--- src/rtl/core/bhok_pkg.sv ---
// ----------------------------------------------------------------------------
// bhok_pkg
// Shared types and constants of the BRIO round / Hilbert order key block.
// ----------------------------------------------------------------------------
package bhok_pkg;

  localparam int GRID_BITS    = 16;
  localparam int MAX_ROUNDS   = 24;
  localparam int NUM_STAGES   = 7;
  localparam int CURVE_STAGES = 4;
  localparam int ADDR_W       = 5;

  localparam logic [63:0] MIX_GAMMA = 64'h9E37_79B9_7F4A_7C15;
  localparam logic [63:0] MIX_MUL1  = 64'hBF58_476D_1CE4_E5B9;
  localparam logic [63:0] MIX_MUL2  = 64'h94D0_49BB_1331_11EB;

  localparam logic [2:0] REG_ROUND_COUNT = 3'd0;
  localparam logic [2:0] REG_X_MIN       = 3'd1;
  localparam logic [2:0] REG_Y_MIN       = 3'd2;
  localparam logic [2:0] REG_X_SCALE     = 3'd3;
  localparam logic [2:0] REG_Y_SCALE     = 3'd4;

  typedef struct packed {
    logic        [31:0] point_index;
    logic signed [31:0] x_coord;
    logic signed [31:0] y_coord;
  } in_beat_t;

  typedef struct packed {
    logic [4:0]  round_number;
    logic [31:0] hilbert_key;
    logic [31:0] index_echo;
  } out_beat_t;

  typedef struct packed {
    logic        [4:0]  round_count;
    logic signed [31:0] x_min;
    logic signed [31:0] y_min;
    logic        [31:0] x_scale;
    logic        [31:0] y_scale;
  } cfg_t;

endpackage

--- src/rtl/core/bhok_curve.sv ---
// ----------------------------------------------------------------------------
// bhok_curve
// Hilbert index pipeline: a few curve levels per stage, top level first.
// ----------------------------------------------------------------------------
module bhok_curve #(
  parameter int GRID_BITS = bhok_pkg::GRID_BITS
) (
  input  logic                                clk,
  input  logic [bhok_pkg::CURVE_STAGES-1:0]   en,
  input  logic [GRID_BITS-1:0]                qx,
  input  logic [GRID_BITS-1:0]                qy,
  output logic [31:0]                         hilbert_key
);

  localparam int NS  = bhok_pkg::CURVE_STAGES;
  localparam int SPS = (GRID_BITS + NS - 1) / NS;
  localparam int DW  = 2 * GRID_BITS;

  logic [GRID_BITS-1:0] xs [NS];
  logic [GRID_BITS-1:0] ys [NS];
  logic [DW-1:0]        ds [NS];

  for (genvar g = 0; g < NS; g++) begin : g_stage
    logic [GRID_BITS-1:0] xin, yin, xn, yn;
    logic [DW-1:0]        din, dn;

    if (g == 0) begin : g_first
      assign xin = qx;
      assign yin = qy;
      assign din = '0;
    end else begin : g_next
      assign xin = xs[g-1];
      assign yin = ys[g-1];
      assign din = ds[g-1];
    end

    always_comb begin
      logic [GRID_BITS-1:0] mask, tmp;
      logic                 bx, by;
      int                   b;
      xn   = xin;
      yn   = yin;
      dn   = din;
      mask = '0;
      tmp  = '0;
      bx   = 1'b0;
      by   = 1'b0;
      b    = 0;
      for (int j = 0; j < SPS; j++) begin
        if (g * SPS + j < GRID_BITS) begin
          b  = GRID_BITS - 1 - (g * SPS + j);
          bx = xn[b];
          by = yn[b];
          dn[2*b +: 2] = {bx, bx ^ by};
          if (!by) begin
            mask = GRID_BITS'((1 << b) - 1);
            if (bx) begin
              xn = xn ^ mask;
              yn = yn ^ mask;
            end
            tmp = xn;
            xn  = yn;
            yn  = tmp;
          end
        end
      end
    end

    always_ff @(posedge clk) begin
      if (en[g]) begin
        xs[g] <= xn;
        ys[g] <= yn;
        ds[g] <= dn;
      end
    end
  end

  assign hilbert_key = 32'(ds[NS-1]);

endmodule

--- config.mk ---
export PLATFORM = sky130hd
export DESIGN_NAME = bhok_curve
export DESIGN_NICKNAME = d
export VERILOG_FILES = /design/src/rtl/core/bhok_pkg.sv /design/src/rtl/core/bhok_curve.sv
export SDC_FILE = /design/constraint.sdc
export NUM_CORES = 1
export LEC_CHECK = 0
export BUFFER_PORTS_ARGS = -buffer_cell sky130_fd_sc_hd__buf_2
export CAP_MARGIN = 20
export CORE_MARGIN = 2
export CORE_UTILIZATION = 45
export DETAILED_ROUTE_END_ITERATION = 16
export PLACE_DENSITY = 0.61
export SYNTH_ARGS = -nofsm -noshare
export SYNTH_HDL_FRONTEND = slang
export SYNTH_SLANG_ARGS = --single-unit
--- constraint.sdc ---
create_clock -name clk -period 4.23 [get_ports clk]
set_clock_uncertainty 0.2 [all_clocks]
set_input_delay 0.423 -clock clk [delete_from_list [all_inputs] [get_ports clk]]
set_output_delay 0.423 -clock clk [all_outputs]
set_load 0.05 [all_outputs]
==> impl_results.md <==
- Largest area contributor in the netlist: edfxtp_1
- Fill cells: slightly below 2000
- Multi-input combinational cell area: between 5000 and 6000 sq um
- Syn nets: around 990
- Post-Layout Cell Count: ~1300
- Status: complete, no violations
- Seq/Total Area, Yosys: 0.3894
- Gp weighted congestion: 0.7944
- Worst path arrival time: about 3400 ps
- Fmax: around 300 MHz
- Setup TNS: 0 ps
- 1st-iter DRT viols: 720
- Register area: approximately 3800 sq um
- # IOs: approximately 70
- Fin crit share: 0.7896
- Antenna cell count: 0
- Minimum period implied by the final worst setup slack: between 3000 and 4000 ps
- CTS tree: yes
- Cell depth of the worst hold path: 0
- CP required: roughly 4200 ps
- Worst-case clock buffer depth: 2
- Maximum vdd drop: 0.3990 mV
- CP max stage cell: xnor2_2
- CP delay by family, top: XOR/XNOR gates
- Top FF cell, synth: edfxtp_1
- Final hold slack: roughly 210 ps
- Most frequent cells after synthesis: edfxtp_1, xor2_1, o221ai_1, nor2_1, o211ai_1
- Wire length on met2: around 11000 microns
- Met3 routed wirelength: between 800 and 900 microns
- Avg Cell Area, Syn: just over 10 sq um
- Die area: between 20000 and 25000 sq um
- Hpwl dp: ~16000 microns
- Max-cap viol count: 0
- Top routing layer used: met4
- Global-route wire length before repair: 37920 microns
- Levels on crit path: 6
- Core area: around 22000 sq um
- Fin util: 0.5055
- Antenna-violating nets left: 0
- RSZ-0062 raised after global routing: no
- Top post-synthesis cells by area: edfxtp_1, xor2_1, o221ai_1
- Die width: 152.1 microns
- Post-Syn Area: 9871 sq um
- Final Max Slew Viols: 0
- TritonCTS buffer count: 17
- Post-cts resize count: 0
- CP startpoint kind: flop
- Max incr delay on CP: roughly 700 ps
- Share of layout cells above drive strength 1: 0.1687
- Final nets: approximately 1000
- Initial DRT Pass Iterations: 5
- Leakage: 3.870 nW
- Placed instance area: around 10000 sq um
- Share of the synthesized area in the top cell type: 0.3894
- PortBufs: 68
- Pin count of the biggest net entering global routing: 44
- Ys async rst share: 0
- Dpl cells: about 1200
- Syn Inst Count: between 900 and 1000
- Clk_lat worst skew: roughly 420 ps
- Worst-path cell chain: xor2_4 > nor2_1 > o31a_1 > xnor2_2 > a211oi_1 > o21ai_0
- Area Growth Syn to Fin: 11.07%
- Vias in the first global route: about 7000
- Worst Max-Slew Pin Slew: ~840 ps
- Final instance area: approximately 11000 sq um
- Crit Path Max Fanout: 18
- Synth cell types: 54
- Clock-pin slew on the worst setup and hold paths: 70 ps
- Final number of setup-violating endpoints: 0
- Seq cells post-synth: around 130
- Class of the worst hold path: reg2reg
- Sink Count: around 130
- Routed Wire Length: 22860 microns
- R2R depth: 6
- Total Routing Usage GR: 0.1960
- # hold bufs at CTS: 0
- Synth Warn #: 0
- Post-synth EDFFs: ~130
- CTS root buf: clkbuf_16
- Rel. slew slack: 0.4393
- Remaining DRCs: 0
- Critical Path End Type: flop
- Worst path bufs/invs: 0
- # Post-CTS Setup Buffers: 0
- Die height: roughly 150 microns
- Most common cell in the netlist: edfxtp_1
- CTS H-tree lvls: 4
- FP Rows: 54
- Avg WL per Cell: 18.00 microns
- Starting Density: 0.4551
- Vias post-DR: between 7000 and 8000
- Pwr Density: slightly below 800 nW/um^2
- Overflow after GRT: 0
- Wl on met1: 10810 microns
- Final Hold Viols: 0
- Vias per cell: about 6
- Critical path class: reg2reg
- Initial antenna violation count: 0
## state kept, by name, summed over array words and instances, names as in the netlist
name  cells
ys       24
ds       80
xs       24
## metal layers
layer	up-vias	track usage
li1	3795	-
met1	3793	0.2812
met2	182	0.3138
met3	18	0.02795
met4	0	0.04851
met5	-	0
## cell families after synthesis
family                 count (synthesis)  share of synthesized area
buffers and inverters                110                    0.05197
multiplexers                          22                    0.02231
AND/OR/NAND/NOR                      171                    0.08531
flip-flops                           128                     0.3894
XOR/XNOR                             180                     0.1658
AO/OA/AOI/OAI                        346                     0.2852
## through the flow
stage | setup WS (ps) | power [mW]
after floorplan | 1625 | 6.021
after global placement | 924.7 | 6.975
final | 890.0 | 8.469
after global routing | 719.0 | 9.059
after detailed placement | 875.6 | 7.022
after CTS | 968.1 | 8.468
## cells in the final DEF, fill, tap and decap left out, types with 34 or more instances in the layout
| master | count |
|---|---|
| edfxtp_1 | 128 |
| xor2_1 | 127 |
| o221ai_1 | 80 |
| buf_2 | 68 |
| nor2_1 | 54 |
| o211ai_1 | 51 |
| xnor2_1 | 48 |
| nand2b_1 | 46 |
| nand2_1 | 38 |
| buf_4 | 34 |
## power by group
part	internal, mW	leakage (nW)	switching [mW]	total (mW)
clock network	0.788	0.285	0.625	1.41
logic	1.89	2.33	2.73	4.62
registers	1.99	1.25	0.439	2.43
total	4.67	3.87	3.80	8.47
## area by class of cell
type | count | area share
Inverter | 8 | 0.002739
Timing Repair Buffer | 103 | 0.05615
Tap cell | 280 | 0.03196
Sequential cell | 128 | 0.3506
Clock buffer | 17 | 0.03880
Clock inverter | 15 | 0.01507
Multi-Input combinational cell | 719 | 0.5047
## final timing paths
kind | end | start | slack, ps
worst max register to register | xs[1][6] | xs[0][10] | 890
worst max-delay path | xs[1][6] | xs[0][10] | 890
worst min-delay path | ds[1][29] | ds[0][29] | 210
worst min register to register | ds[1][29] | ds[0][29] | 210
(Power assumes the default switching activity.)
