$ cat src/rtl/core/bhok_pkg.sv
// ----------------------------------------------------------------------------
// bhok_pkg
// Shared types and constants of the BRIO round / Hilbert order key block.
// ----------------------------------------------------------------------------
package bhok_pkg;

  localparam int GRID_BITS    = 16;
  localparam int MAX_ROUNDS   = 24;
  localparam int NUM_STAGES   = 7;
  localparam int CURVE_STAGES = 4;
  localparam int ADDR_W       = 5;

  localparam logic [63:0] MIX_GAMMA = 64'h9E37_79B9_7F4A_7C15;
  localparam logic [63:0] MIX_MUL1  = 64'hBF58_476D_1CE4_E5B9;
  localparam logic [63:0] MIX_MUL2  = 64'h94D0_49BB_1331_11EB;

  localparam logic [2:0] REG_ROUND_COUNT = 3'd0;
  localparam logic [2:0] REG_X_MIN       = 3'd1;
  localparam logic [2:0] REG_Y_MIN       = 3'd2;
  localparam logic [2:0] REG_X_SCALE     = 3'd3;
  localparam logic [2:0] REG_Y_SCALE     = 3'd4;

  typedef struct packed {
    logic        [31:0] point_index;
    logic signed [31:0] x_coord;
    logic signed [31:0] y_coord;
  } in_beat_t;

  typedef struct packed {
    logic [4:0]  round_number;
    logic [31:0] hilbert_key;
    logic [31:0] index_echo;
  } out_beat_t;

  typedef struct packed {
    logic        [4:0]  round_count;
    logic signed [31:0] x_min;
    logic signed [31:0] y_min;
    logic        [31:0] x_scale;
    logic        [31:0] y_scale;
  } cfg_t;

endpackage

$ cat src/rtl/core/bhok_regs.sv
// ----------------------------------------------------------------------------
// bhok_regs
// APB register file: round count, bounding box minimum and Q16.16 scales.
// ----------------------------------------------------------------------------
module bhok_regs (
  input  logic                        clk,
  input  logic                        rst,
  input  logic                        psel,
  input  logic                        penable,
  input  logic                        pwrite,
  input  logic [bhok_pkg::ADDR_W-1:0] paddr,
  input  logic [31:0]                 pwdata,
  output logic [31:0]                 prdata,
  output logic                        pready,
  output bhok_pkg::cfg_t              cfg
);

  logic       wr;
  logic [2:0] sel;

  assign pready = 1'b1;
  assign wr     = psel & penable & pwrite;
  assign sel    = paddr[4:2];

  always_ff @(posedge clk) begin
    if (rst) begin
      cfg.round_count <= 5'd1;
      cfg.x_min       <= '0;
      cfg.y_min       <= '0;
      cfg.x_scale     <= '0;
      cfg.y_scale     <= '0;
    end else if (wr) begin
      case (sel)
        bhok_pkg::REG_ROUND_COUNT: cfg.round_count <= pwdata[4:0];
        bhok_pkg::REG_X_MIN:       cfg.x_min       <= pwdata;
        bhok_pkg::REG_Y_MIN:       cfg.y_min       <= pwdata;
        bhok_pkg::REG_X_SCALE:     cfg.x_scale     <= pwdata;
        bhok_pkg::REG_Y_SCALE:     cfg.y_scale     <= pwdata;
        default: ;
      endcase
    end
  end

  always_comb begin
    case (sel)
      bhok_pkg::REG_ROUND_COUNT: prdata = {27'b0, cfg.round_count};
      bhok_pkg::REG_X_MIN:       prdata = cfg.x_min;
      bhok_pkg::REG_Y_MIN:       prdata = cfg.y_min;
      bhok_pkg::REG_X_SCALE:     prdata = cfg.x_scale;
      bhok_pkg::REG_Y_SCALE:     prdata = cfg.y_scale;
      default:                   prdata = '0;
    endcase
  end

endmodule

$ cat config.mk
export PLATFORM = sky130hd
export DESIGN_NAME = bhok_regs
export DESIGN_NICKNAME = d
export VERILOG_FILES = /design/src/rtl/core/bhok_pkg.sv /design/src/rtl/core/bhok_regs.sv
export SDC_FILE = /design/constraint.sdc
export NUM_CORES = 1
export LEC_CHECK = 0
export CAP_MARGIN = 25
export CORE_UTILIZATION = 43
export CTS_BUF_LIST = sky130_fd_sc_hd__clkbuf_4
export DETAILED_ROUTE_END_ITERATION = 10
export DONT_BUFFER_PORTS = 1
export HOLD_SLACK_MARGIN = 0.12
export PLACE_DENSITY = 0.56
export SYNTH_ARGS = -nofsm -noshare
export SYNTH_HDL_FRONTEND = slang
export SYNTH_SLANG_ARGS = --single-unit
$ cat constraint.sdc
create_clock -name clk -period 1.6 [get_ports clk]
set_input_delay 0.32 -clock clk [delete_from_list [all_inputs] [get_ports clk]]
set_output_delay 0.32 -clock clk [all_outputs]
set_load 0.02 [all_outputs]
==> impl_metrics.yaml <==
synth:
  ys_seq_area_share_pct: 42.5
  synth_warnings: 0
  synth.area.top_cells: "dfxtp_1, mux2i_1, nand2b_1"
  ys_seq_elements: 133
  synth_common_cells: "nand2b_1, dfxtp_1, mux2i_1"
  synth_ff_type: "dfxtp_1"
  ys_async_sr_fraction_pct: 0
  yosys.area_share.simple_pct: 18.8
  muxShareOfSynthArea_pct: 21.4
  synth_compound_area_share_pct: 12.7
  synth_xor_area_share_pct: 0
  synth_edf_count: 0
  synth_top_area_share_pct: 42.5
  synthAdderAreaFrac_pct: 0
  yosys.area.top_type: "dfxtp_1"
  syn_area_um2: 6260
  synth_area_per_cell_um2: 9.81
  synth_fp_nets: 680
  ys_types: 27
  yosysMostFrequentCell: "nand2b_1"
  syn_inst: 638
  synth_top_family_by_area: "multiplexers"
timing:
  rsz0062_at_grt: "yes"
  max_clock_freq_mhz: 560
  setup_viol: 17
  fin_setup_tns_ps: -1230
  min_period_over_period_pct: 112
  hold_violations: 0
  slew_viol_final: 0
  fin_skew_ps: 0
  post-route-min-period_ps: 1780
  finalWorstSetupSlack_ps: -185
cts:
  cts_max_level: 4
  cts.clk_slew.worst_paths_ps: 120
  cts.sinks: 133
  tritoncts: "yes"
  numCtsBuffers: 17
  root_buffer: "clkbuf_4"
  clock_path_buffers: 2
  insertion_delay_ps: 530
power:
  p_switching_w: 0.00153
  intPower_w: 0.00473
  finalPower_w: 0.00626
  ir_worst_vdd_v: 0.000507
  p_seq_share_pct: 52.6
  clkPwrFrac_pct: 39.0
  p_leak_nw: 3.58
  combPwrFrac_pct: 8.5
  switching_share_pct: 24.5
  powerDensity_nw_per_um2: 682
worst_hold_path:
  hp-class: "primary input to register"
placed_design:
  dpl.hpwl_um: 12100
  port_buffers: 0
  dpl_cell_area_um2: 7210
  place_congestion: 0.737
finish:
  multi_input_area_um2: 3880
  fin_util_pct: 65.4
  seqCellArea_um2: 2910
  final_cell_area_um2: 9180
  largest_register_ff_count: 133
  syn_to_final_growth_pct: 46.6
  drive_gt1_share_pct: 36.0
  fill_cells: 1158
  regMostFlops: "cfg"
  nets: 842
  reg_top3: "cfg: 133 flops"
critical_path:
  crit_path_start_kind: "register"
  crit_path_end_kind: "primary output"
  cp.required_ps: 1280
  cp.arrival_ps: 1460
  worst-path-max-fanout: 3
  path_class: "register to primary output"
global_routing:
  grt_max_degree: 98
  antenna_found_initial: 1
  grt_pass1_wl_um: 31600
  grt_pass1_vias: 5877
  grt_use_total_pct: 28.0
  grt-ovfl-total: 0
run:
  cap_violations: 0
route:
  vias: 5437
  drc: 0
  routed_wl_um: 20500
  drtIter0Drc: 220
  routed_via_density: 5.48
  drtAntennaViolNets: 0
  dr.pass1.iters: 4
  wl_per_cell_um: 20.7
floorplanning:
  ioPinCount: 208
  start_util_pct: 44.6
  fp.dieArea_um2: 15000
  die_y_um: 123
  floorplan.rows: 43
  fp.dieW_um: 123
  core_um2: 14000
outcome:
  violations: "setup timing"
  outcome: "finished with violations"
==> cells by family (layout without fill, tap and decap cells) <==
| logic type | after synthesis | count (layout) |
|---|---|---|
| compound gates | 133 | 133 |
| other cells | 1 | 2 |
| flops | 133 | 133 |
| buf+inv | 56 | 230 |
| simple gates | 182 | 182 |
| mux | 133 | 133 |
==> layout make-up <==
class	count	share of cell area, %
Multi-Input combinational cell	449	42.3
Sequential cell	133	31.7
Timing Repair Buffer	199	20.3
Tap cell	180	2.45
Clock inverter	13	1.79
Clock buffer	18	1.47
Antenna cell	1	0.0273
==> timing repair <==
action | CTS | global route
resized for setup | 149 | 50
hold buffers | 106 | 0
buffers inserted | 0 | 5
endpoints found under the hold margin | 133 | 0
setup endpoints to repair | 32 | 33
pin swaps | 28 | 23
==> placed cells by master (no fill, tap or decap), drive strengths merged <==
cell type / count
nor2b: 35
bufinv: 4
mux2i: 128
nand2: 1
dlygate4sd3: 104
dlymetal6s4s: 1
nand2b: 134
a22oi: 37
nand3: 2
nand3b: 1
mux2: 5
dfxtp: 133
o21ai: 64
and2b: 1
or2: 1
nor2: 3
clkinv: 7
buf: 94
o22ai: 32
nor3b: 1
and3: 1
clkinvlp: 2
diode: 1
nand4b: 1
and4b: 1
conb: 1
clkbuf: 18
==> worst paths after layout <==
kind	depth (start not counted)	slack (ps)	end	from
max	3	-180	prdata[0]	cfg[32]$_SDFFE_PP0P_
min	3	180	cfg[30]$_SDFFE_PP0P_	paddr[4]
max reg2reg	5	160	cfg[69]$_SDFFE_PP0P_	cfg[69]$_SDFFE_PP0P_
min reg2reg	2	550	cfg[49]$_SDFFE_PP0P_	cfg[49]$_SDFFE_PP0P_
==> metal layers <==
metal	GRT usage [%]	up-vias	share of wire, %	wire [um]
li1	-	2578	-	-
met1	31.2	2650	41	8410
met2	48.9	187	49	10100
met3	10.3	22	8.2	1680
met4	9.53	0	1.5	314
met5	0	-	0	0
==> per-stage QoR <==
step	hold slack, ps	std cells	worst slack [ps]
after floorplan	481	638	-41.0
after global placement	485	850	110
after detailed placement	504	850	74.6
after CTS	133	987	-247
after global routing	141	993	-287
final	176	993	-185
==> power groups by stage <==
| stage | registers, W | logic [W] | clock network, W |
|---|---|---|---|
| after floorplan | 0.00346 | 0.000351 | 0 |
| after global placement | 0.00344 | 0.000375 | 0 |
| after detailed placement | 0.00344 | 0.000382 | 0 |
| after CTS | 0.00330 | 0.000516 | 0.00250 |
| after global routing | 0.00329 | 0.000562 | 0.00267 |
| final | 0.00329 | 0.000530 | 0.00244 |
==> worst max-delay path: stages (launching register included) <==
cell	delay, ps
dfxtp_4	390
mux2_2	270
a22oi_2	130
o22ai_2	140
No activity file was read; power rests on OpenSTA's default activity.
