`src/rtl/core/bhok_pkg.sv`:
```
// ----------------------------------------------------------------------------
// bhok_pkg
// Shared types and constants of the BRIO round / Hilbert order key block.
// ----------------------------------------------------------------------------
package bhok_pkg;

  localparam int GRID_BITS    = 16;
  localparam int MAX_ROUNDS   = 24;
  localparam int NUM_STAGES   = 7;
  localparam int CURVE_STAGES = 4;
  localparam int ADDR_W       = 5;

  localparam logic [63:0] MIX_GAMMA = 64'h9E37_79B9_7F4A_7C15;
  localparam logic [63:0] MIX_MUL1  = 64'hBF58_476D_1CE4_E5B9;
  localparam logic [63:0] MIX_MUL2  = 64'h94D0_49BB_1331_11EB;

  localparam logic [2:0] REG_ROUND_COUNT = 3'd0;
  localparam logic [2:0] REG_X_MIN       = 3'd1;
  localparam logic [2:0] REG_Y_MIN       = 3'd2;
  localparam logic [2:0] REG_X_SCALE     = 3'd3;
  localparam logic [2:0] REG_Y_SCALE     = 3'd4;

  typedef struct packed {
    logic        [31:0] point_index;
    logic signed [31:0] x_coord;
    logic signed [31:0] y_coord;
  } in_beat_t;

  typedef struct packed {
    logic [4:0]  round_number;
    logic [31:0] hilbert_key;
    logic [31:0] index_echo;
  } out_beat_t;

  typedef struct packed {
    logic        [4:0]  round_count;
    logic signed [31:0] x_min;
    logic signed [31:0] y_min;
    logic        [31:0] x_scale;
    logic        [31:0] y_scale;
  } cfg_t;

endpackage

```
`src/rtl/core/bhok_mix.sv`:
```
// ----------------------------------------------------------------------------
// bhok_mix
// Index hash pipeline: 64-bit mixer in partial products, trailing zero count,
// round selection; carries the index alongside.
// ----------------------------------------------------------------------------
module bhok_mix (
  input  logic                              clk,
  input  logic [bhok_pkg::NUM_STAGES-1:0]   en,
  input  logic [31:0]                       point_index,
  input  logic [4:0]                        round_count,
  output logic [4:0]                        round_number,
  output logic [31:0]                       index_echo
);

  logic [63:0] z1, z2, z3;
  logic [63:0] h1, h2, h3;
  logic [63:0] pa0, pb0;
  logic [31:0] pa1, pa2, pb1, pb2;
  logic [6:0]  tz;
  logic [4:0]  rc, rm1;
  logic [4:0]  round_next;
  logic [31:0] echo [bhok_pkg::NUM_STAGES];

  function automatic logic [6:0] ctz64(input logic [63:0] h);
    logic [6:0] n;
    n = 7'd64;
    for (int i = 63; i >= 0; i--) begin
      if (h[i]) n = 7'(i);
    end
    return n;
  endfunction

  assign z1 = {32'b0, point_index} + bhok_pkg::MIX_GAMMA;
  assign z2 = pa0 + {pa1 + pa2, 32'b0};
  assign z3 = pb0 + {pb1 + pb2, 32'b0};

  always_comb begin
    rc = round_count;
    if (rc == 5'd0) rc = 5'd1;
    if ({1'b0, round_count} > 6'(bhok_pkg::MAX_ROUNDS)) rc = 5'(bhok_pkg::MAX_ROUNDS);
    rm1 = rc - 5'd1;
    if (tz >= {2'b0, rm1}) round_next = 5'd0;
    else round_next = rm1 - tz[4:0];
  end

  always_ff @(posedge clk) begin
    if (en[0]) h1 <= z1 ^ (z1 >> 30);
    if (en[1]) begin
      pa0 <= h1[31:0] * bhok_pkg::MIX_MUL1[31:0];
      pa1 <= h1[31:0] * bhok_pkg::MIX_MUL1[63:32];
      pa2 <= h1[63:32] * bhok_pkg::MIX_MUL1[31:0];
    end
    if (en[2]) h2 <= z2 ^ (z2 >> 27);
    if (en[3]) begin
      pb0 <= h2[31:0] * bhok_pkg::MIX_MUL2[31:0];
      pb1 <= h2[31:0] * bhok_pkg::MIX_MUL2[63:32];
      pb2 <= h2[63:32] * bhok_pkg::MIX_MUL2[31:0];
    end
    if (en[4]) h3 <= z3 ^ (z3 >> 31);
    if (en[5]) tz <= ctz64(h3);
    if (en[6]) round_number <= round_next;
  end

  always_ff @(posedge clk) begin
    if (en[0]) echo[0] <= point_index;
    for (int k = 1; k < bhok_pkg::NUM_STAGES; k++) begin
      if (en[k]) echo[k] <= echo[k-1];
    end
  end

  assign index_echo = echo[bhok_pkg::NUM_STAGES-1];

endmodule

```
`config.mk`:
```
export PLATFORM = sky130hd
export DESIGN_NAME = bhok_mix
export DESIGN_NICKNAME = d
export VERILOG_FILES = /design/src/rtl/core/bhok_pkg.sv /design/src/rtl/core/bhok_mix.sv
export SDC_FILE = /design/constraint.sdc
export NUM_CORES = 2
export LEC_CHECK = 0
export ABC_AREA = 1
export BUFFER_PORTS_ARGS = -buffer_cell sky130_fd_sc_hd__clkbuf_2
export CELL_PAD_IN_SITES_DETAIL_PLACEMENT = 2
export CELL_PAD_IN_SITES_GLOBAL_PLACEMENT = 2
export CORE_MARGIN = 2
export CORE_UTILIZATION = 50
export CTS_BUF_LIST = sky130_fd_sc_hd__clkbuf_4 sky130_fd_sc_hd__clkbuf_8
export DETAILED_ROUTE_END_ITERATION = 10
export HOLD_SLACK_MARGIN = 0.15
export PLACE_DENSITY = 0.95
export SLEW_MARGIN = 5
export SYNTH_ARGS = -nofsm -noshare
export SYNTH_HDL_FRONTEND = slang
export SYNTH_SLANG_ARGS = --single-unit
```
`constraint.sdc`:
```
create_clock -name clk -period 11.1 [get_ports clk]
set_input_delay 1.11 -clock clk [delete_from_list [all_inputs] [get_ports clk]]
set_output_delay 1.11 -clock clk [all_outputs]
set_load 0.01 [all_outputs]
```
==> report_table.html, run 1 <==
<table>
<tr><th>Metric</th><th>Value</th></tr>
<tr><th colspan="2">Logic synthesis</th></tr>
<tr><td>Share of async-settable or async-resettable flops after synthesis</td><td>0</td></tr>
<tr><td>Count leader, synth</td><td>inv_1</td></tr>
<tr><td>Netlist area before placement</td><td>0.0829 mm²</td></tr>
<tr><td>Most used standard cells in the synthesized netlist</td><td>2447 x inv_1, 1389 x ha_1, 1294 x fa_1</td></tr>
<tr><td>Number of library cell types mapped by synthesis</td><td>between 50 and 60</td></tr>
<tr><td>Top_reg_cell synth</td><td>edfxtp_1</td></tr>
<tr><td>Total of warnings raised by yosys</td><td>0</td></tr>
<tr><td>Synthesized area per cell</td><td>around 11 µm²</td></tr>
<tr><td>Sequential fraction of the synthesis area</td><td>0.229</td></tr>
<tr><td>Number of flops mapped to enable cells by yosys</td><td>633</td></tr>
<tr><td>Largest cells by area after synthesis</td><td>fa_1 31%, edfxtp_1 23%, ha_1 21%</td></tr>
<tr><td>Total nets after synthesis</td><td>slightly above 10000</td></tr>
<tr><td>Largest area contributor in the netlist</td><td>fa_1</td></tr>
<tr><td>Fraction of synthesized cell area taken by the top area cell type</td><td>0.312</td></tr>
<tr><td>Post-synthesis cell count</td><td>around 7600</td></tr>
<tr><td>Register bit count reported by yosys</td><td>between 600 and 700</td></tr>
<tr><th colspan="2">Clock network</th></tr>
<tr><td>Maximum number of buffers from clock root to sink</td><td>3</td></tr>
<tr><td>Depth of the CTS H-tree</td><td>3</td></tr>
<tr><td>PostCTS Resize Cnt</td><td>0</td></tr>
<tr><td>Clock buffer count from CTS</td><td>between 100 and 150</td></tr>
<tr><td>Clock tree sinks</td><td>about 630</td></tr>
<tr><td>Cts hold-fix bufs</td><td>0</td></tr>
<tr><td>Clk Tree Root Cell</td><td>clkbuf_8</td></tr>
<tr><td>Post-CTS repair timing setup buffer count</td><td>0</td></tr>
<tr><th colspan="2">Global route</th></tr>
<tr><td>Largest net degree at the start of global routing</td><td>79</td></tr>
<tr><td>Remaining Overflow, GRT</td><td>2277</td></tr>
<tr><td>Number of global-route vias before repair</td><td>between 100k and 150k</td></tr>
<tr><td>First-pass GRT wire length</td><td>around 1000000 µm</td></tr>
<tr><td>Total GRT Usage</td><td>0.837</td></tr>
<tr><th colspan="2">Place</th></tr>
<tr><td>Routability congestion estimate from global placement</td><td>1.04</td></tr>
<tr><td>Estimated wirelength of the detail-placed design</td><td>about 340000 µm</td></tr>
<tr><td>Port Buffers</td><td>81</td></tr>
<tr><th colspan="2">Run status</th></tr>
<tr><td>Stage at which the run stopped</td><td>global routing (5_1_grt)</td></tr>
<tr><td>Status</td><td>did not finish</td></tr>
<tr><td>Halt Reason</td><td>[ERROR GRT-0116] Global routing finished with congestion. Check the congestion regions in the DRC Viewer.</td></tr>
<tr><th colspan="2">Floorplan</th></tr>
<tr><td>Height of the chip</td><td>411 µm</td></tr>
<tr><td>Row count</td><td>~150</td></tr>
<tr><td>Die extent in x</td><td>around 410 µm</td></tr>
<tr><td>Initial core utilization</td><td>0.503</td></tr>
<tr><td>Number of placed I/O pins</td><td>82</td></tr>
</table>
==> layer usage <==
| metal | overflow | global-route usage |
|---|---|---|
| met1 | 52 | 0.809 |
| met2 | 1475 | 0.972 |
| met3 | 47 | 0.744 |
| met4 | 695 | 0.841 |
| met5 | 8 | 0.519 |
==> cells by family after synthesis <==
group / after synthesis / share of synthesized area
xor+xnor: 525 / 0.0556
buf+inv: 2455 / 0.111
flops: 633 / 0.229
simple gates: 737 / 0.0400
fa+ha+maj: 2683 / 0.522
compound gates: 560 / 0.0420
==> metrics by stage <==
step                      setup WS (ns)   util  instance area (µm²)  instances  hold WS (ns)
after detailed placement          0.994  0.526                86700       9941         0.406
after global placement             2.81  0.526                86700       9941         0.400
after floorplan                    3.79      -                82900       7593         0.400
after CTS                         0.585  0.540                89000      10145         0.391
==> run 2, diff against run 1 <==
CELL_PAD_IN_SITES_DETAIL_PLACEMENT = default   (was 2)
CELL_PAD_IN_SITES_GLOBAL_PLACEMENT = default   (was 2)
CORE_UTILIZATION = 40   (was 50)
CTS_BUF_LIST = default   (was sky130_fd_sc_hd__clkbuf_4 sky130_fd_sc_hd__clkbuf_8)
HOLD_SLACK_MARGIN = default   (was 0.15)
PLACE_DENSITY = default   (was 0.95)
PLACE_DENSITY_LB_ADDON = 0.15   (was default)
==> run 2 against run 1 <==
  * The run now ends clean
  * Synthesized area unchanged
  * Synthesized cell count stayed put
==> report_table.html, run 2 <==
<table>
<tr><th>Metric</th><th>Value</th></tr>
<tr><th colspan="2">Timing</th></tr>
<tr><td>Clock period minus worst slack</td><td>about 8.4 ns</td></tr>
<tr><td>Worst Max-Slew Pin Slew</td><td>around 1.2 ns</td></tr>
<tr><td>Worst relative slew slack</td><td>0.210</td></tr>
<tr><td>Fmax</td><td>~120 MHz</td></tr>
<tr><td>Max Slew Vio Count</td><td>0</td></tr>
<tr><td>Setup skew after layout</td><td>between 0.03 and 0.04 ns</td></tr>
<tr><td>Final setup fails</td><td>0</td></tr>
<tr><td>Final worst-path cycle share</td><td>0.757</td></tr>
<tr><td>Number of hold violations in the final report</td><td>0</td></tr>
<tr><td>Sum of negative setup slack</td><td>0 ns</td></tr>
<tr><td>Setup repair after global routing missed its margin</td><td>no</td></tr>
<tr><th colspan="2">Setup path</th></tr>
<tr><td>Critical Path Start Type</td><td>register</td></tr>
<tr><td>Number of buffer and inverter stages on the critical path</td><td>6</td></tr>
<tr><td>Maximum net fanout on the critical path</td><td>13</td></tr>
<tr><td>Cell with the biggest individual delay on the critical path</td><td>edfxtp_1</td></tr>
<tr><td>Critical path endpoint category</td><td>register</td></tr>
<tr><td>WS Path Type</td><td>register to register</td></tr>
<tr><td>Largest delay contributor family on the critical path</td><td>adder cells</td></tr>
<tr><td>Reg2Reg Depth</td><td>40</td></tr>
<tr><td>Arrival time at the worst endpoint</td><td>between 8 and 9 ns</td></tr>
<tr><td>Required time of the critical path</td><td>between 10 and 15 ns</td></tr>
<tr><td>Critical Path Stages</td><td>40</td></tr>
<tr><td>Highest cell delay on the worst timing path</td><td>approximately 1.1 ns</td></tr>
<tr><th colspan="2">Logic synthesis</th></tr>
<tr><td>Synthesized area per cell</td><td>around 11 µm²</td></tr>
<tr><td>Largest area contributor in the netlist</td><td>fa_1</td></tr>
<tr><td>Top_reg_cell synth</td><td>edfxtp_1</td></tr>
<tr><td>Most used standard cells in the synthesized netlist</td><td>2447 x inv_1, 1389 x ha_1, 1294 x fa_1</td></tr>
<tr><td>Largest cells by area after synthesis</td><td>fa_1 31%, edfxtp_1 23%, ha_1 21%</td></tr>
<tr><td>Count leader, synth</td><td>inv_1</td></tr>
<tr><td>Fraction of synthesized cell area taken by the top area cell type</td><td>0.312</td></tr>
<tr><td>Netlist area before placement</td><td>between 0.08 and 0.09 mm²</td></tr>
<tr><td>Post-synthesis cell count</td><td>about 7600</td></tr>
<tr><td>Total nets after synthesis</td><td>10321</td></tr>
<tr><td>Number of library cell types mapped by synthesis</td><td>between 50 and 60</td></tr>
<tr><td>Sequential fraction of the synthesis area</td><td>0.229</td></tr>
<tr><td>Total of warnings raised by yosys</td><td>0</td></tr>
<tr><td>Share of async-settable or async-resettable flops after synthesis</td><td>0</td></tr>
<tr><td>Register bit count reported by yosys</td><td>~630</td></tr>
<tr><td>Number of flops mapped to enable cells by yosys</td><td>~630</td></tr>
<tr><th colspan="2">Routing</th></tr>
<tr><td>Via/cell ratio</td><td>roughly 4.8</td></tr>
<tr><td>Final ANT Viol Nets</td><td>0</td></tr>
<tr><td>Number of iterations in the first detailed-routing pass</td><td>5</td></tr>
<tr><td>Detailed-route via count</td><td>51117</td></tr>
<tr><td>Routed length per placed instance</td><td>22.7 µm</td></tr>
<tr><td>Overall routed net length</td><td>240000 µm</td></tr>
<tr><td>Number of remaining DRC errors</td><td>0</td></tr>
<tr><td>Drt initial violations</td><td>a little under 3000</td></tr>
<tr><th colspan="2">Worst hold path</th></tr>
<tr><td>Worst Hold Depth</td><td>0</td></tr>
<tr><td>Hold crit path type</td><td>register to register</td></tr>
<tr><th colspan="2">Clock network</th></tr>
<tr><td>Clk pin slew, worst setup/hold paths</td><td>about 0.06 ns</td></tr>
<tr><td>Maximum number of buffers from clock root to sink</td><td>3</td></tr>
<tr><td>Clock buffer count from CTS</td><td>72</td></tr>
<tr><td>Depth of the CTS H-tree</td><td>3</td></tr>
<tr><td>PostCTS Resize Cnt</td><td>0</td></tr>
<tr><td>Cts hold-fix bufs</td><td>0</td></tr>
<tr><td>CTS tree</td><td>yes</td></tr>
<tr><td>Clock latency on the worst-skew pair</td><td>around 0.68 ns</td></tr>
<tr><td>Clock tree sinks</td><td>roughly 630</td></tr>
<tr><td>Post-CTS repair timing setup buffer count</td><td>0</td></tr>
<tr><td>Clk Tree Root Cell</td><td>clkbuf_16</td></tr>
<tr><th colspan="2">Global route</th></tr>
<tr><td>Number of global-route vias before repair</td><td>approximately 56000</td></tr>
<tr><td>Remaining Overflow, GRT</td><td>0</td></tr>
<tr><td>Total GRT Usage</td><td>0.235</td></tr>
<tr><td>First-pass GRT wire length</td><td>~360000 µm</td></tr>
<tr><td>Largest net degree at the start of global routing</td><td>80</td></tr>
<tr><td>Antenna violations before repair</td><td>16</td></tr>
<tr><th colspan="2">Cells and area</th></tr>
<tr><td>Total Nets Final</td><td>around 11000</td></tr>
<tr><td>Area used by sequential logic in the layout</td><td>~0.019 mm²</td></tr>
<tr><td>Most frequent cells in the layout</td><td>2447 x inv_1, 1389 x ha_1, 1294 x fa_1</td></tr>
<tr><td>Registers with the most flip-flops</td><td>echo: 224 flops, h2: 64 flops, h3: 64 flops</td></tr>
<tr><td>Number of flip-flops in the largest register</td><td>224</td></tr>
<tr><td>Count of fill cells added during filler insertion</td><td>19733</td></tr>
<tr><td>Share of layout cells above drive strength 1</td><td>0.0547</td></tr>
<tr><td>Largest register by flop count</td><td>echo</td></tr>
<tr><td>Area growth, synth to finish</td><td>8.25%</td></tr>
<tr><td>Most common library cell in the layout ignoring fill and taps</td><td>inv_1</td></tr>
<tr><td>Area occupied by multi-input gates</td><td>roughly 0.055 mm²</td></tr>
<tr><th colspan="2">Floorplan</th></tr>
<tr><td>Die extent in x</td><td>459 µm</td></tr>
<tr><td>Row count</td><td>approximately 170</td></tr>
<tr><td>Height of the chip</td><td>roughly 460 µm</td></tr>
<tr><td>Total core area</td><td>0.207 mm²</td></tr>
<tr><td>Number of placed I/O pins</td><td>just over 80</td></tr>
<tr><td>Area enclosed by the die boundary</td><td>0.211 mm²</td></tr>
<tr><td>Initial core utilization</td><td>0.401</td></tr>
<tr><th colspan="2">Job</th></tr>
<tr><td>Max-cap check violation count</td><td>0</td></tr>
<tr><th colspan="2">Place</th></tr>
<tr><td>Routability congestion estimate from global placement</td><td>between 0.9 and 1</td></tr>
<tr><td>Estimated wirelength of the detail-placed design</td><td>206000 µm</td></tr>
<tr><td>Port Buffers</td><td>81</td></tr>
<tr><th colspan="2">Run status</th></tr>
<tr><td>Status</td><td>completed</td></tr>
</table>
run 2: cell counts after synthesis:
No cell type changed its count.
run 2: path summary, 6_finish.rpt:
kind                          from                    end  slack [ns]
max                h1[3]$_DFFE_PP_      pa0[56]$_DFFE_PP_        2.70
min          echo[5][18]$_DFFE_PP_  echo[6][18]$_DFFE_PP_        0.40
max reg2reg        h1[3]$_DFFE_PP_      pa0[56]$_DFFE_PP_        2.70
min reg2reg  echo[5][18]$_DFFE_PP_  echo[6][18]$_DFFE_PP_        0.40
run 2: cells by family (layout without fill, tap and decap cells):
logic type      after synthesis  in the layout  synth area share
buf+inv                    2455           2747             0.111
flops                       633            633             0.229
xor+xnor                    525            525            0.0556
compound gates              560            560            0.0420
fa+ha+maj                  2683           2683             0.522
simple gates                737            737            0.0400
other cells                   0              4                 0
run 2: cell type report:
class	count	area share
multi-input combinational	4505	0.609
sequential	633	0.212
inverter	2453	0.103
tap	2704	0.0377
clock buffer	88	0.0212
timing repair buffer	163	0.0116
clock inverter	43	0.00566
antenna	4	0.000112
run 2: per-layer routing:
layer / GRT usage / vias up / wire (µm)
met5: 0 / - / 13
met4: 0.0508 / 2 / 5620
met3: 0.0258 / 198 / 9270
met2: 0.387 / 824 / 113000
met1: 0.334 / 26218 / 112000
li1: - / 23875 / -
run 2: stage by stage:
stage / hold slack, ns / std cells / worst slack [ns] / util / cell area (µm²)
6_report: 0.404 / 10593 / 2.70 / 0.434 / 89700
5_1_grt: 0.416 / 10589 / 2.17 / 0.434 / 89700
4_1_cts: 0.398 / 10589 / 2.74 / 0.434 / 89700
3_5_place_dp: 0.405 / 10458 / 2.81 / 0.423 / 87300
3_3_place_gp: 0.400 / 10458 / 2.85 / 0.423 / 87300
2_1_floorplan: 0.400 / 7593 / 3.79 / - / 82900
run 2: worst register-to-register path: cells and delay by family (launching register included):
family | cells | cell delay, ns
AO/OA/AOI/OAI | 13 | 1.77
adder cells (fa/ha/maj) | 9 | 3.54
flip-flops | 1 | 1.05
buffers and inverters | 6 | 0.43
XOR/XNOR | 1 | 0.13
AND/OR/NAND/NOR | 11 | 1.21
Power of run 2 is not shown: default switching activity piles up to over one toggle a cycle in this logic, so the estimate is an artifact.
